<file path="src/hdl/octc_pkg.sv">
package octc_pkg;

  // Register field width and result ring mask width
  localparam int CFG_W  = 16;
  localparam int MASK_W = 12;

  // Default build parameters
  localparam int RING_LEDS_DEF = 12;
  localparam int ARC_LEN_DEF   = 4;
  localparam int KNOB_BITS_DEF = 10;

  // Phase codes
  localparam logic [1:0] PH_WAIT  = 2'd0;
  localparam logic [1:0] PH_RUN   = 2'd1;
  localparam logic [1:0] PH_PAUSE = 2'd2;
  localparam logic [1:0] PH_FIN   = 2'd3;

  // Ring colour codes
  localparam logic [1:0] COL_OFF    = 2'd0;
  localparam logic [1:0] COL_BLUE   = 2'd1;
  localparam logic [1:0] COL_GREEN  = 2'd2;
  localparam logic [1:0] COL_YELLOW = 2'd3;

  // Register indexes (byte address = 4 * index)
  localparam logic [2:0] REG_MIN_COOK    = 3'd0;
  localparam logic [2:0] REG_MAX_COOK    = 3'd1;
  localparam logic [2:0] REG_DEBOUNCE    = 3'd2;
  localparam logic [2:0] REG_FINISH_HOLD = 3'd3;
  localparam logic [2:0] REG_FLASH_HALF  = 3'd4;
  localparam logic [2:0] REG_SPIN_STEP   = 3'd5;

  // Register reset values
  localparam logic [CFG_W-1:0] MIN_COOK_RST    = 16'd500;
  localparam logic [CFG_W-1:0] MAX_COOK_RST    = 16'd5000;
  localparam logic [CFG_W-1:0] DEBOUNCE_RST    = 16'd200;
  localparam logic [CFG_W-1:0] FINISH_HOLD_RST = 16'd4000;
  localparam logic [CFG_W-1:0] FLASH_HALF_RST  = 16'd500;
  localparam logic [CFG_W-1:0] SPIN_STEP_RST   = 16'd100;

  // Button and door levels travelling down the pipeline
  typedef struct packed {
    logic start_pause;
    logic stop;
    logic door_closed;
  } octc_btn_t;

  // Saturating millisecond counter step
  function automatic logic [CFG_W-1:0] sat_inc(input logic [CFG_W-1:0] v);
    return (v == {CFG_W{1'b1}}) ? v : v + {{(CFG_W-1){1'b0}}, 1'b1};
  endfunction

endpackage

</file>
<file path="src/hdl/octc_cook_scale.sv">
module octc_cook_scale import octc_pkg::*; #(
  parameter int KNOB_BITS = KNOB_BITS_DEF
) (
  input  logic [CFG_W+KNOB_BITS-1:0] prod,
  input  logic                       neg,
  input  logic [CFG_W-1:0]           min_cook,
  output logic [CFG_W-1:0]           cook
);

  localparam int R_W = CFG_W + 2;
  localparam logic [R_W-1:0] FULL = R_W'((1 << KNOB_BITS) - 1);

  logic [CFG_W-1:0] q1;
  logic [R_W-1:0]   r1, q2, r2, q3, r3, qsum;
  logic [CFG_W-1:0] quot;

  // Divide by 2^n-1: fold the high part back onto the low part three times
  always_comb begin
    q1   = CFG_W'(prod >> KNOB_BITS);
    r1   = R_W'(prod[KNOB_BITS-1:0]) + R_W'(q1);
    q2   = r1 >> KNOB_BITS;
    r2   = R_W'(r1[KNOB_BITS-1:0]) + q2;
    q3   = r2 >> KNOB_BITS;
    r3   = R_W'(r2[KNOB_BITS-1:0]) + q3;
    qsum = R_W'(q1) + q2 + q3 + R_W'(r3 >= FULL);
    quot = qsum[CFG_W-1:0];
  end

  // Apply the scale direction, quotient truncated toward zero
  assign cook = neg ? (min_cook - quot) : (min_cook + quot);

endmodule

</file>
<file path="src/hdl/octc_ring_arc.sv">
module octc_ring_arc import octc_pkg::*; #(
  parameter int RING_LEDS = RING_LEDS_DEF,
  parameter int ARC_LEN   = ARC_LEN_DEF
) (
  input  logic [$clog2(RING_LEDS)-1:0] pos,
  output logic [RING_LEDS-1:0]         arc
);

  logic [RING_LEDS-1:0]   base;
  logic [2*RING_LEDS-1:0] dbl;

  // Build the arc at position zero, then rotate it round the ring
  always_comb begin
    for (int i = 0; i < RING_LEDS; i++) begin
      base[i] = (i < ARC_LEN);
    end
    dbl = {base, base} << pos;
    arc = dbl[2*RING_LEDS-1:RING_LEDS];
  end

endmodule

</file>
<file path="src/hdl/oven_cook_timer_controller_core.sv">
// Oven cook timer controller. Each request on the in_ channel is one millisecond tick
// carrying the start/pause and stop button levels, the door switch and the knob sample;
// each tick yields exactly one result on the out_ channel (relay drive, phase, ring LED
// mask and colour, time left). A new tick is taken every cycle unless in_stall is high. Each
// tick passes the cook time pipeline (capture, knob multiply, then division by the knob full
// scale), then the phase logic and the result register. Registers lie at
// byte address 4*i: 0 min cook, 1 max cook, 2 debounce, 3 finish hold, 4 flash half
// period, 5 spin step, all 16 bits in milliseconds; write them only while idle.
module oven_cook_timer_controller_core import octc_pkg::*; #(
  parameter int RING_LEDS = RING_LEDS_DEF,
  parameter int ARC_LEN   = ARC_LEN_DEF,
  parameter int KNOB_BITS = KNOB_BITS_DEF
) (
  input  logic                 clk,
  input  logic                 rst_n,
  input  logic                 in_valid,
  output logic                 in_stall,
  input  logic                 in_start_pause_level,
  input  logic                 in_stop_level,
  input  logic                 in_door_closed,
  input  logic [KNOB_BITS-1:0] in_knob_value,
  output logic                 out_valid,
  input  logic                 out_stall,
  output logic                 out_relay_on,
  output logic [1:0]           out_phase_code,
  output logic [MASK_W-1:0]    out_ring_mask,
  output logic [1:0]           out_ring_colour,
  output logic [CFG_W-1:0]     out_time_left_ms,
  input  logic                 psel,
  input  logic                 penable,
  input  logic                 pwrite,
  input  logic [4:0]           paddr,
  input  logic [31:0]          pwdata,
  output logic [31:0]          prdata,
  output logic                 pready
);

  localparam int SPIN_W = $clog2(RING_LEDS);
  localparam int PROD_W = CFG_W + KNOB_BITS;

  // Configuration registers
  logic [CFG_W-1:0] min_cook_r, max_cook_r, debounce_r, hold_r, flash_half_r, spin_step_r;

  // Pipeline registers
  logic                 s1_valid_r, s2_valid_r, s3_valid_r, out_valid_r;
  octc_btn_t            s1_btn_r, s2_btn_r, s3_btn_r;
  logic [KNOB_BITS-1:0] s1_knob_r;
  logic [PROD_W-1:0]    s2_prod_r;
  logic                 s2_neg_r;
  logic [CFG_W-1:0]     s3_cook_r;

  // Controller state
  logic [1:0]           phase_r, prev_phase_r;
  logic [CFG_W-1:0]     budget_r, phase_clk_r, light_clk_r, deb_clk_r;
  logic [SPIN_W-1:0]    spin_pos_r;
  logic                 flash_on_r, start_lat_r, stop_lat_r, door_lat_r;
  logic [RING_LEDS-1:0] lit_pat_r;
  logic [1:0]           lit_col_r;

  logic [1:0]           phase_nxt;
  logic [CFG_W-1:0]     budget_nxt, phase_clk_nxt, light_clk_nxt, deb_clk_nxt;
  logic [SPIN_W-1:0]    spin_pos_nxt;
  logic                 flash_on_nxt, start_lat_nxt, stop_lat_nxt, door_lat_nxt;
  logic [RING_LEDS-1:0] lit_pat_nxt;
  logic [1:0]           lit_col_nxt;
  logic                 relay_nxt;

  // Output registers
  logic                 out_relay_r;
  logic [1:0]           out_phase_r, out_col_r;
  logic [MASK_W-1:0]    out_mask_r;
  logic [CFG_W-1:0]     out_time_r;

  logic                 out_free, free1, free2, free3, mv1, mv2, mv3, in_take;
  logic                 start_press, stop_press, do_flash;
  logic [1:0]           flash_col;
  logic [CFG_W:0]       diff;
  logic [CFG_W-1:0]     diff_mag, cook;
  logic [RING_LEDS-1:0] arc;
  logic                 cfg_wr;

  // Pipeline flow: a stage moves when the one after it is empty or moving
  assign out_free = !out_valid_r || !out_stall;
  assign mv3      = s3_valid_r && out_free;
  assign free3    = !s3_valid_r || mv3;
  assign mv2      = s2_valid_r && free3;
  assign free2    = !s2_valid_r || mv2;
  assign mv1      = s1_valid_r && free2;
  assign free1    = !s1_valid_r || mv1;
  assign in_stall = !free1;
  assign in_take  = in_valid && free1;

  // Configuration port
  assign pready = 1'b1;
  assign cfg_wr = psel && penable && pwrite && pready;

  always_ff @(posedge clk) begin
    if (!rst_n) begin
      min_cook_r   <= MIN_COOK_RST;
      max_cook_r   <= MAX_COOK_RST;
      debounce_r   <= DEBOUNCE_RST;
      hold_r       <= FINISH_HOLD_RST;
      flash_half_r <= FLASH_HALF_RST;
      spin_step_r  <= SPIN_STEP_RST;
    end else if (cfg_wr) begin
      case (paddr[4:2])
        REG_MIN_COOK:    min_cook_r   <= pwdata[CFG_W-1:0];
        REG_MAX_COOK:    max_cook_r   <= pwdata[CFG_W-1:0];
        REG_DEBOUNCE:    debounce_r   <= pwdata[CFG_W-1:0];
        REG_FINISH_HOLD: hold_r       <= pwdata[CFG_W-1:0];
        REG_FLASH_HALF:  flash_half_r <= pwdata[CFG_W-1:0];
        REG_SPIN_STEP:   spin_step_r  <= pwdata[CFG_W-1:0];
        default: ;
      endcase
    end
  end

  // Read back the addressed register
  always_comb begin
    case (paddr[4:2])
      REG_MIN_COOK:    prdata = 32'(min_cook_r);
      REG_MAX_COOK:    prdata = 32'(max_cook_r);
      REG_DEBOUNCE:    prdata = 32'(debounce_r);
      REG_FINISH_HOLD: prdata = 32'(hold_r);
      REG_FLASH_HALF:  prdata = 32'(flash_half_r);
      REG_SPIN_STEP:   prdata = 32'(spin_step_r);
      default:         prdata = 32'd0;
    endcase
  end

  // Stage 1: capture the request
  always_ff @(posedge clk) begin
    if (!rst_n) begin
      s1_valid_r <= 1'b0;
    end else if (free1) begin
      s1_valid_r <= in_valid;
    end
  end

  always_ff @(posedge clk) begin
    if (in_take) begin
      s1_btn_r  <= '{start_pause: in_start_pause_level, stop: in_stop_level,
                     door_closed: in_door_closed};
      s1_knob_r <= in_knob_value;
    end
  end

  // Stage 2: scale span magnitude by the knob
  assign diff     = {1'b0, max_cook_r} - {1'b0, min_cook_r};
  assign diff_mag = diff[CFG_W] ? CFG_W'(~diff + 1'b1) : diff[CFG_W-1:0];

  always_ff @(posedge clk) begin
    if (!rst_n) begin
      s2_valid_r <= 1'b0;
    end else if (free2) begin
      s2_valid_r <= s1_valid_r;
    end
  end

  always_ff @(posedge clk) begin
    if (mv1) begin
      s2_btn_r  <= s1_btn_r;
      s2_prod_r <= PROD_W'(diff_mag) * PROD_W'(s1_knob_r);
      s2_neg_r  <= diff[CFG_W];
    end
  end

  // Stage 3: divide by full scale and add the minimum
  octc_cook_scale #(
    .KNOB_BITS(KNOB_BITS)
  ) u_scale (
    .prod     (s2_prod_r),
    .neg      (s2_neg_r),
    .min_cook (min_cook_r),
    .cook     (cook)
  );

  always_ff @(posedge clk) begin
    if (!rst_n) begin
      s3_valid_r <= 1'b0;
    end else if (free3) begin
      s3_valid_r <= s2_valid_r;
    end
  end

  always_ff @(posedge clk) begin
    if (mv2) begin
      s3_btn_r  <= s2_btn_r;
      s3_cook_r <= cook;
    end
  end

  // Arc at the current spin position
  octc_ring_arc #(
    .RING_LEDS(RING_LEDS),
    .ARC_LEN  (ARC_LEN)
  ) u_arc (
    .pos (spin_pos_r),
    .arc (arc)
  );

  // Phase logic for one tick
  always_comb begin
    // debounce and edge detect
    deb_clk_nxt   = sat_inc(deb_clk_r);
    start_lat_nxt = start_lat_r;
    stop_lat_nxt  = stop_lat_r;
    door_lat_nxt  = door_lat_r;
    start_press   = 1'b0;
    stop_press    = 1'b0;
    if (deb_clk_nxt >= debounce_r &&
        (s3_btn_r.start_pause != start_lat_r || s3_btn_r.stop != stop_lat_r ||
         s3_btn_r.door_closed != door_lat_r)) begin
      start_press   = s3_btn_r.start_pause && !start_lat_r;
      stop_press    = s3_btn_r.stop && !stop_lat_r;
      start_lat_nxt = s3_btn_r.start_pause;
      stop_lat_nxt  = s3_btn_r.stop;
      door_lat_nxt  = s3_btn_r.door_closed;
      deb_clk_nxt   = '0;
    end

    phase_nxt     = phase_r;
    budget_nxt    = budget_r;
    phase_clk_nxt = phase_clk_r;
    light_clk_nxt = light_clk_r;
    spin_pos_nxt  = spin_pos_r;
    flash_on_nxt  = flash_on_r;
    lit_pat_nxt   = lit_pat_r;
    lit_col_nxt   = lit_col_r;
    relay_nxt     = 1'b0;
    do_flash      = 1'b0;
    flash_col     = COL_GREEN;

    // entry work on the first tick of a phase
    if (phase_r != prev_phase_r) begin
      case (phase_r)
        PH_WAIT: begin
          lit_pat_nxt = '0;
          lit_col_nxt = COL_OFF;
          budget_nxt  = '0;
        end
        PH_RUN: begin
          light_clk_nxt = '0;
        end
        PH_PAUSE: begin
          lit_pat_nxt   = '0;
          lit_col_nxt   = COL_OFF;
          flash_on_nxt  = 1'b0;
          light_clk_nxt = '0;
        end
        default: begin
          lit_pat_nxt   = '0;
          lit_col_nxt   = COL_OFF;
          flash_on_nxt  = 1'b0;
          light_clk_nxt = '0;
          phase_clk_nxt = '0;
        end
      endcase
    end

    case (phase_r)
      PH_WAIT: begin
        if (start_press && door_lat_nxt) begin
          budget_nxt = s3_cook_r;
          phase_nxt  = PH_RUN;
        end
      end
      PH_RUN: begin
        if (!door_lat_nxt || (budget_nxt != '0 && start_press)) begin
          phase_nxt = PH_PAUSE;
        end else if (budget_nxt == '0) begin
          phase_nxt = PH_FIN;
        end else if (stop_press) begin
          phase_nxt = PH_WAIT;
        end else begin
          relay_nxt  = 1'b1;
          budget_nxt = budget_nxt - 1'b1;
          if (light_clk_nxt == '0) begin
            lit_pat_nxt  = arc;
            lit_col_nxt  = COL_BLUE;
            spin_pos_nxt = (spin_pos_r == SPIN_W'(RING_LEDS - 1)) ? '0 : spin_pos_r + 1'b1;
          end
          light_clk_nxt = sat_inc(light_clk_nxt);
          if (light_clk_nxt >= spin_step_r) begin
            light_clk_nxt = '0;
          end
        end
      end
      PH_PAUSE: begin
        if (start_press) begin
          phase_nxt = PH_RUN;
        end else if (stop_press) begin
          phase_nxt = PH_WAIT;
        end else begin
          do_flash  = 1'b1;
          flash_col = COL_GREEN;
        end
      end
      default: begin
        phase_clk_nxt = sat_inc(phase_clk_nxt);
        if (!door_lat_nxt || phase_clk_nxt >= hold_r) begin
          phase_nxt = PH_WAIT;
        end else begin
          do_flash  = 1'b1;
          flash_col = COL_YELLOW;
        end
      end
    endcase

    // toggle the flash once each half period
    if (do_flash) begin
      light_clk_nxt = sat_inc(light_clk_nxt);
      if (light_clk_nxt >= flash_half_r) begin
        light_clk_nxt = '0;
        flash_on_nxt  = !flash_on_nxt;
        if (flash_on_nxt) begin
          lit_pat_nxt = {RING_LEDS{1'b1}};
          lit_col_nxt = flash_col;
        end else begin
          lit_pat_nxt = '0;
          lit_col_nxt = COL_OFF;
        end
      end
    end
  end

  // Advance the state as each request leaves stage 3
  always_ff @(posedge clk) begin
    if (!rst_n) begin
      phase_r      <= PH_WAIT;
      prev_phase_r <= PH_PAUSE;
      budget_r     <= '0;
      phase_clk_r  <= '0;
      light_clk_r  <= '0;
      deb_clk_r    <= '0;
      spin_pos_r   <= '0;
      flash_on_r   <= 1'b0;
      start_lat_r  <= 1'b0;
      stop_lat_r   <= 1'b0;
      door_lat_r   <= 1'b0;
      lit_pat_r    <= '0;
      lit_col_r    <= COL_OFF;
    end else if (mv3) begin
      phase_r      <= phase_nxt;
      prev_phase_r <= phase_r;
      budget_r     <= budget_nxt;
      phase_clk_r  <= phase_clk_nxt;
      light_clk_r  <= light_clk_nxt;
      deb_clk_r    <= deb_clk_nxt;
      spin_pos_r   <= spin_pos_nxt;
      flash_on_r   <= flash_on_nxt;
      start_lat_r  <= start_lat_nxt;
      stop_lat_r   <= stop_lat_nxt;
      door_lat_r   <= door_lat_nxt;
      lit_pat_r    <= lit_pat_nxt;
      lit_col_r    <= lit_col_nxt;
    end
  end

  // Result register
  always_ff @(posedge clk) begin
    if (!rst_n) begin
      out_valid_r <= 1'b0;
    end else if (out_free) begin
      out_valid_r <= s3_valid_r;
    end
  end

  always_ff @(posedge clk) begin
    if (mv3) begin
      out_relay_r <= relay_nxt;
      out_phase_r <= phase_nxt;
      out_mask_r  <= MASK_W'(lit_pat_nxt);
      out_col_r   <= lit_col_nxt;
      out_time_r  <= budget_nxt;
    end
  end

  assign out_valid        = out_valid_r;
  assign out_relay_on     = out_relay_r;
  assign out_phase_code   = out_phase_r;
  assign out_ring_mask    = out_mask_r;
  assign out_ring_colour  = out_col_r;
  assign out_time_left_ms = out_time_r;

endmodule

</file>
<file path="config.mk">
export PLATFORM = sky130hd
export DESIGN_NAME = oven_cook_timer_controller_core
export DESIGN_NICKNAME = d
export VERILOG_FILES = /design/src/hdl/octc_pkg.sv /design/src/hdl/octc_cook_scale.sv /design/src/hdl/octc_ring_arc.sv /design/src/hdl/oven_cook_timer_controller_core.sv
export SDC_FILE = /design/constraint.sdc
export NUM_CORES = 1
export LEC_CHECK = 0
export ABC_AREA = 1
export BUFFER_PORTS_ARGS = -buffer_cell sky130_fd_sc_hd__clkbuf_2
export CORE_MARGIN = 3
export CORE_UTILIZATION = 62
export CTS_CLUSTER_DIAMETER = 50
export CTS_CLUSTER_SIZE = 10
export DETAILED_ROUTE_END_ITERATION = 12
export PLACE_DENSITY = 0.92
export SETUP_SLACK_MARGIN = 0.5
export SYNTH_ARGS = -nofsm -noshare
export SYNTH_HDL_FRONTEND = slang
export SYNTH_SLANG_ARGS = --single-unit
export TNS_END_PERCENT = 5
</file>
<file path="constraint.sdc">
create_clock -name clk -period 10.05 [get_ports clk]
set_input_delay 2.01 -clock clk [delete_from_list [all_inputs] [get_ports clk]]
set_output_delay 2.01 -clock clk [all_outputs]
set_load 0.03 [all_outputs]
</file>
==> reports/qor.csv <==
stage,metric,value,unit
outcome,status,finished with violations,
outcome,failing checks,negative setup slack,
clocking,root buf cell,clkbuf_16,
placed_design,DP Area,0.0249,sq mm
yosys,top_reg_cell synth,dfxtp_1,
yosys,Mapped Area,0.0242,sq mm
die,Starting Density,0.635,
clocking,hold buffers post-CTS,0,
placed_design,post-detail-place hpwl,49500,microns
worst_setup_path,Crit path largest cell delay,440,ps
worst_setup_path,most frequent CP cell,inv_2,
clocking,later-pin clock latency in the skew report,570,ps
worst_setup_path,Crit Path Max Fanout,4,
placed_design,gp weighted congestion,0.998,
placed_design,Port Buffers,89,
clocking,number of buffers created by CTS,37,
grt,initial antenna violation count,0,
final_layout,share of cells above drive strength 1,0.0984,
grt,grt total ovfl,0,
final_layout,register area,0.00666,sq mm
timing,RSZ-0062 raised after global routing,true,
die,Core Area,0.0381,sq mm
clocking,"Reg clk slew, reported paths",60,ps
timing,minimum clock period,10070,ps
worst_setup_path,nature of the critical path startpoint,flip-flop,
grt,aggregate global-route resource usage,0.318,
clocking,CTS sink cnt,285,
yosys,number of synthesized flops with an enable pin,95,
final_layout,Finished Cell Area,0.0267,sq mm
drt,WL final,71600,microns
yosys,Post-synth ARST share,0,
timing,# setup viols final,2,
worst_setup_path,internal reg-to-reg setup slack,-20,ps
timing,Max Clock Freq,99.3,MHz
clocking,clock buffer depth,3,
final_layout,multi-input logic area,0.0154,sq mm
clocking,TritonCTS clock tree,done,
timing,Min Hold Slack,423,ps
final_layout,"Area growth, synth to finish",10.3,%
worst_setup_path,"delay-heaviest family, CP",compound AO/OA/AOI/OAI gates,
timing,relative slew slack,0.270,
worst_setup_path,WP data required,10340,ps
yosys,Post-Synthesis Cells,3278,
pwr,Leak,0.0129,uW
timing,slew at the pin closest to its max-slew limit,1090,ps
die,chip width,204,microns
drt,routed len/inst,18.4,microns
grt,first-pass GRT wire length,108000,microns
job,# Max-Cap Violations,0,
timing,fin. max-slew vios,0,
pwr,worst vdd ir,319,uV
yosys,synthesized area per cell,7.38,sq um
worst_setup_path,critical path endpoint category,flip-flop,
grt,largest net degree at the start of global routing,96,
timing,final hold vios,0,
yosys,Synth warnings,0,
drt,starting DRC count in detailed routing,2997,
yosys,Synth cell types,55,
pwr,PD cells,290,mW/mm^2
die,row cnt,71,
final_layout,"Net count, final",3731,
timing,worst setup margin,-24.4,ps
worst_setup_path,WS Path Type,flip-flop to flip-flop,
drt,drt drc,0,
worst_setup_path,Critical path buffers and inverters,13,
drt,post-route ant nets,0,
drt,via count,23300,
yosys,number of synthesized register bits,285,
die,Die H,204,microns
final_layout,Fillers,2786,
drt,Vias/cell,5.99,
drt,Pre-antenna DRT Iters,8,
grt,vias in the first global route,21400,
clocking,htree depth,2,
timing,Clock Skew,31.7,ps
worst_setup_path,Worst Path Arrival,10360,ps
worst_setup_path,CP max stage cell,fa_1,
die,DIE AREA,0.0414,sq mm
min_path,Worst Hold Class,flip-flop to flip-flop,
timing,final period utilization,1.00,
die,# IOs,125,
yosys,share of the yosys chip area belonging to registers,0.275,
-- report_power, final --
| part | switching (uW) | internal, uW | total (uW) |
|---|---|---|---|
| registers | 78.0 | 1480 | 1560 |
| clock network | 526 | 728 | 1250 |
| logic | 2990 | 1940 | 4930 |
-- cells in the mapped netlist (4+ instances only) --
library cell	count	area share
inv_2	11	0.0017
o21ai_1	4	0.00083
nand2_2	27	0.0070
nand3_2	5	0.0021
a211oi_1	6	0.0019
and2_1	4	0.0010
a22oi_1	10	0.0031
a21oi_1	289	0.060
o221ai_1	22	0.0080
xnor2_1	43	0.016
o21bai_1	10	0.0031
buf_4	18	0.0056
buf_6	6	0.0028
or2_2	5	0.0013
inv_1	556	0.086
nand4_1	34	0.0088
nor2_4	5	0.0023
a31oi_1	6	0.0016
nor2_1	330	0.051
edfxtp_1	95	0.12
nand3b_1	8	0.0025
nor3_1	29	0.0060
nand2_1	565	0.088
nor2_2	7	0.0018
buf_2	6	0.0012
a21o_1	4	0.0012
o21ai_0	262	0.054
o22ai_1	13	0.0034
ha_1	207	0.11
o211ai_1	22	0.0068
a221oi_1	13	0.0047
o31ai_1	5	0.0016
a21boi_0	4	0.0012
dfxtp_1	190	0.16
nor4_1	8	0.0021
fa_1	116	0.096
xor2_1	100	0.036
nand3_1	123	0.025
clkbuf_1	81	0.013
-- flip-flops by register name, summed over array words and instances, names as in the netlist, 3 cells and up --
name and flops:
budget_r 16, s1_btn_r 3, spin_step_r 16, hold_r 16, lit_pat_r 12, out_time_left_ms 16, s3_btn_r 3, deb_clk_r 16
s2_btn_r 3, spin_pos_r 4, s1_knob_r 10, max_cook_r 16, light_clk_r 16, debounce_r 16, s2_prod_r 26, s3_cook_r 16
phase_clk_r 16, out_ring_mask 12, min_cook_r 16, flash_half_r 16
-- per-stage QoR --
step	worst slack (ps)	total power, uW	setup TNS [ps]	utilization	cells
2_1_floorplan	1090	4710	0	-	3293
6_report	-24.4	7750	-28.6	0.701	3885
5_1_grt	-440	8280	-1680	0.701	3884
4_1_cts	493	6890	0	0.685	3855
3_5_place_dp	-115	5520	-134	0.654	3794
3_3_place_gp	331	5360	0	0.654	3794
-- path summary, 6_finish.rpt --
check | start | end | cells past startpoint
setup / recovery | s2_prod_r[10] | s3_cook_r[14] | 58
hold / removal | s1_btn_r[1] | s2_btn_r[1] | 0
setup reg to reg | s2_prod_r[10] | s3_cook_r[14] | 58
hold reg to reg | s1_btn_r[1] | s2_btn_r[1] | 0
-- placed cells by master (no fill, tap or decap), types with 22 or more instances in the layout --
cell type	synthesis	layout
nor3_1	29	26
a21oi_1	289	280
o21ai_0	262	253
clkbuf_16	0	37
dfxtp_1	190	190
clkbuf_2	0	89
xnor2_1	43	40
o211ai_1	22	22
nand4_1	34	34
nand2_2	27	34
nand2_1	565	558
edfxtp_1	95	95
nand3_1	123	120
buf_4	18	41
fa_1	116	113
nor2_1	330	321
xor2_1	100	92
inv_1	556	545
ha_1	207	196
-- logic make-up (layout without fill, tap and decap cells) --
group,Yosys count,after routing,synth area share
flops,285,285,0.275
compound gates,684,684,0.156
other cells,2,18,0.000310
xor+xnor,143,143,0.0517
simple gates,1158,1159,0.202
fa+ha+maj,323,323,0.203
buf+inv,683,762,0.111
-- area by class of cell --
type | instances | area share
flip-flops and latches | 285 | 0.249
well taps | 511 | 0.0239
repair buffers | 131 | 0.0286
diodes | 1 | 0.0000937
clock buffers | 52 | 0.0379
inverters | 570 | 0.0802
clock inverters | 9 | 0.00379
multi-input cells | 2326 | 0.576
-- worst reg2reg max path: cells and delay by family, from the launching register on --
| kind | cells | cell delay (ps) |
|---|---|---|
| adders and majority gates | 9 | 2610 |
| and+or+nand+nor | 15 | 1940 |
| DFF | 1 | 380 |
| AOI/OAI and AO/OA | 17 | 3010 |
| xor gates and xnor gates | 4 | 790 |
| buffers and inverters | 13 | 1060 |
-- timing repair --
item	4_1_cts	5_1_grt
resized for setup	18	87
cloned	0	1
pin swaps	1	51
setup buffers	0	28
hold endpoints to repair	0	0
endpoints found under the setup margin	8	46
-- per-layer routing --
layer  track usage  share of wire  vias up
met3        0.0544           0.10      356
met5             0              0        -
met2         0.533           0.46     1504
li1              -              -    10800
met4         0.153          0.065        0
met1         0.401           0.37    10600
(Power assumes the default switching activity.)
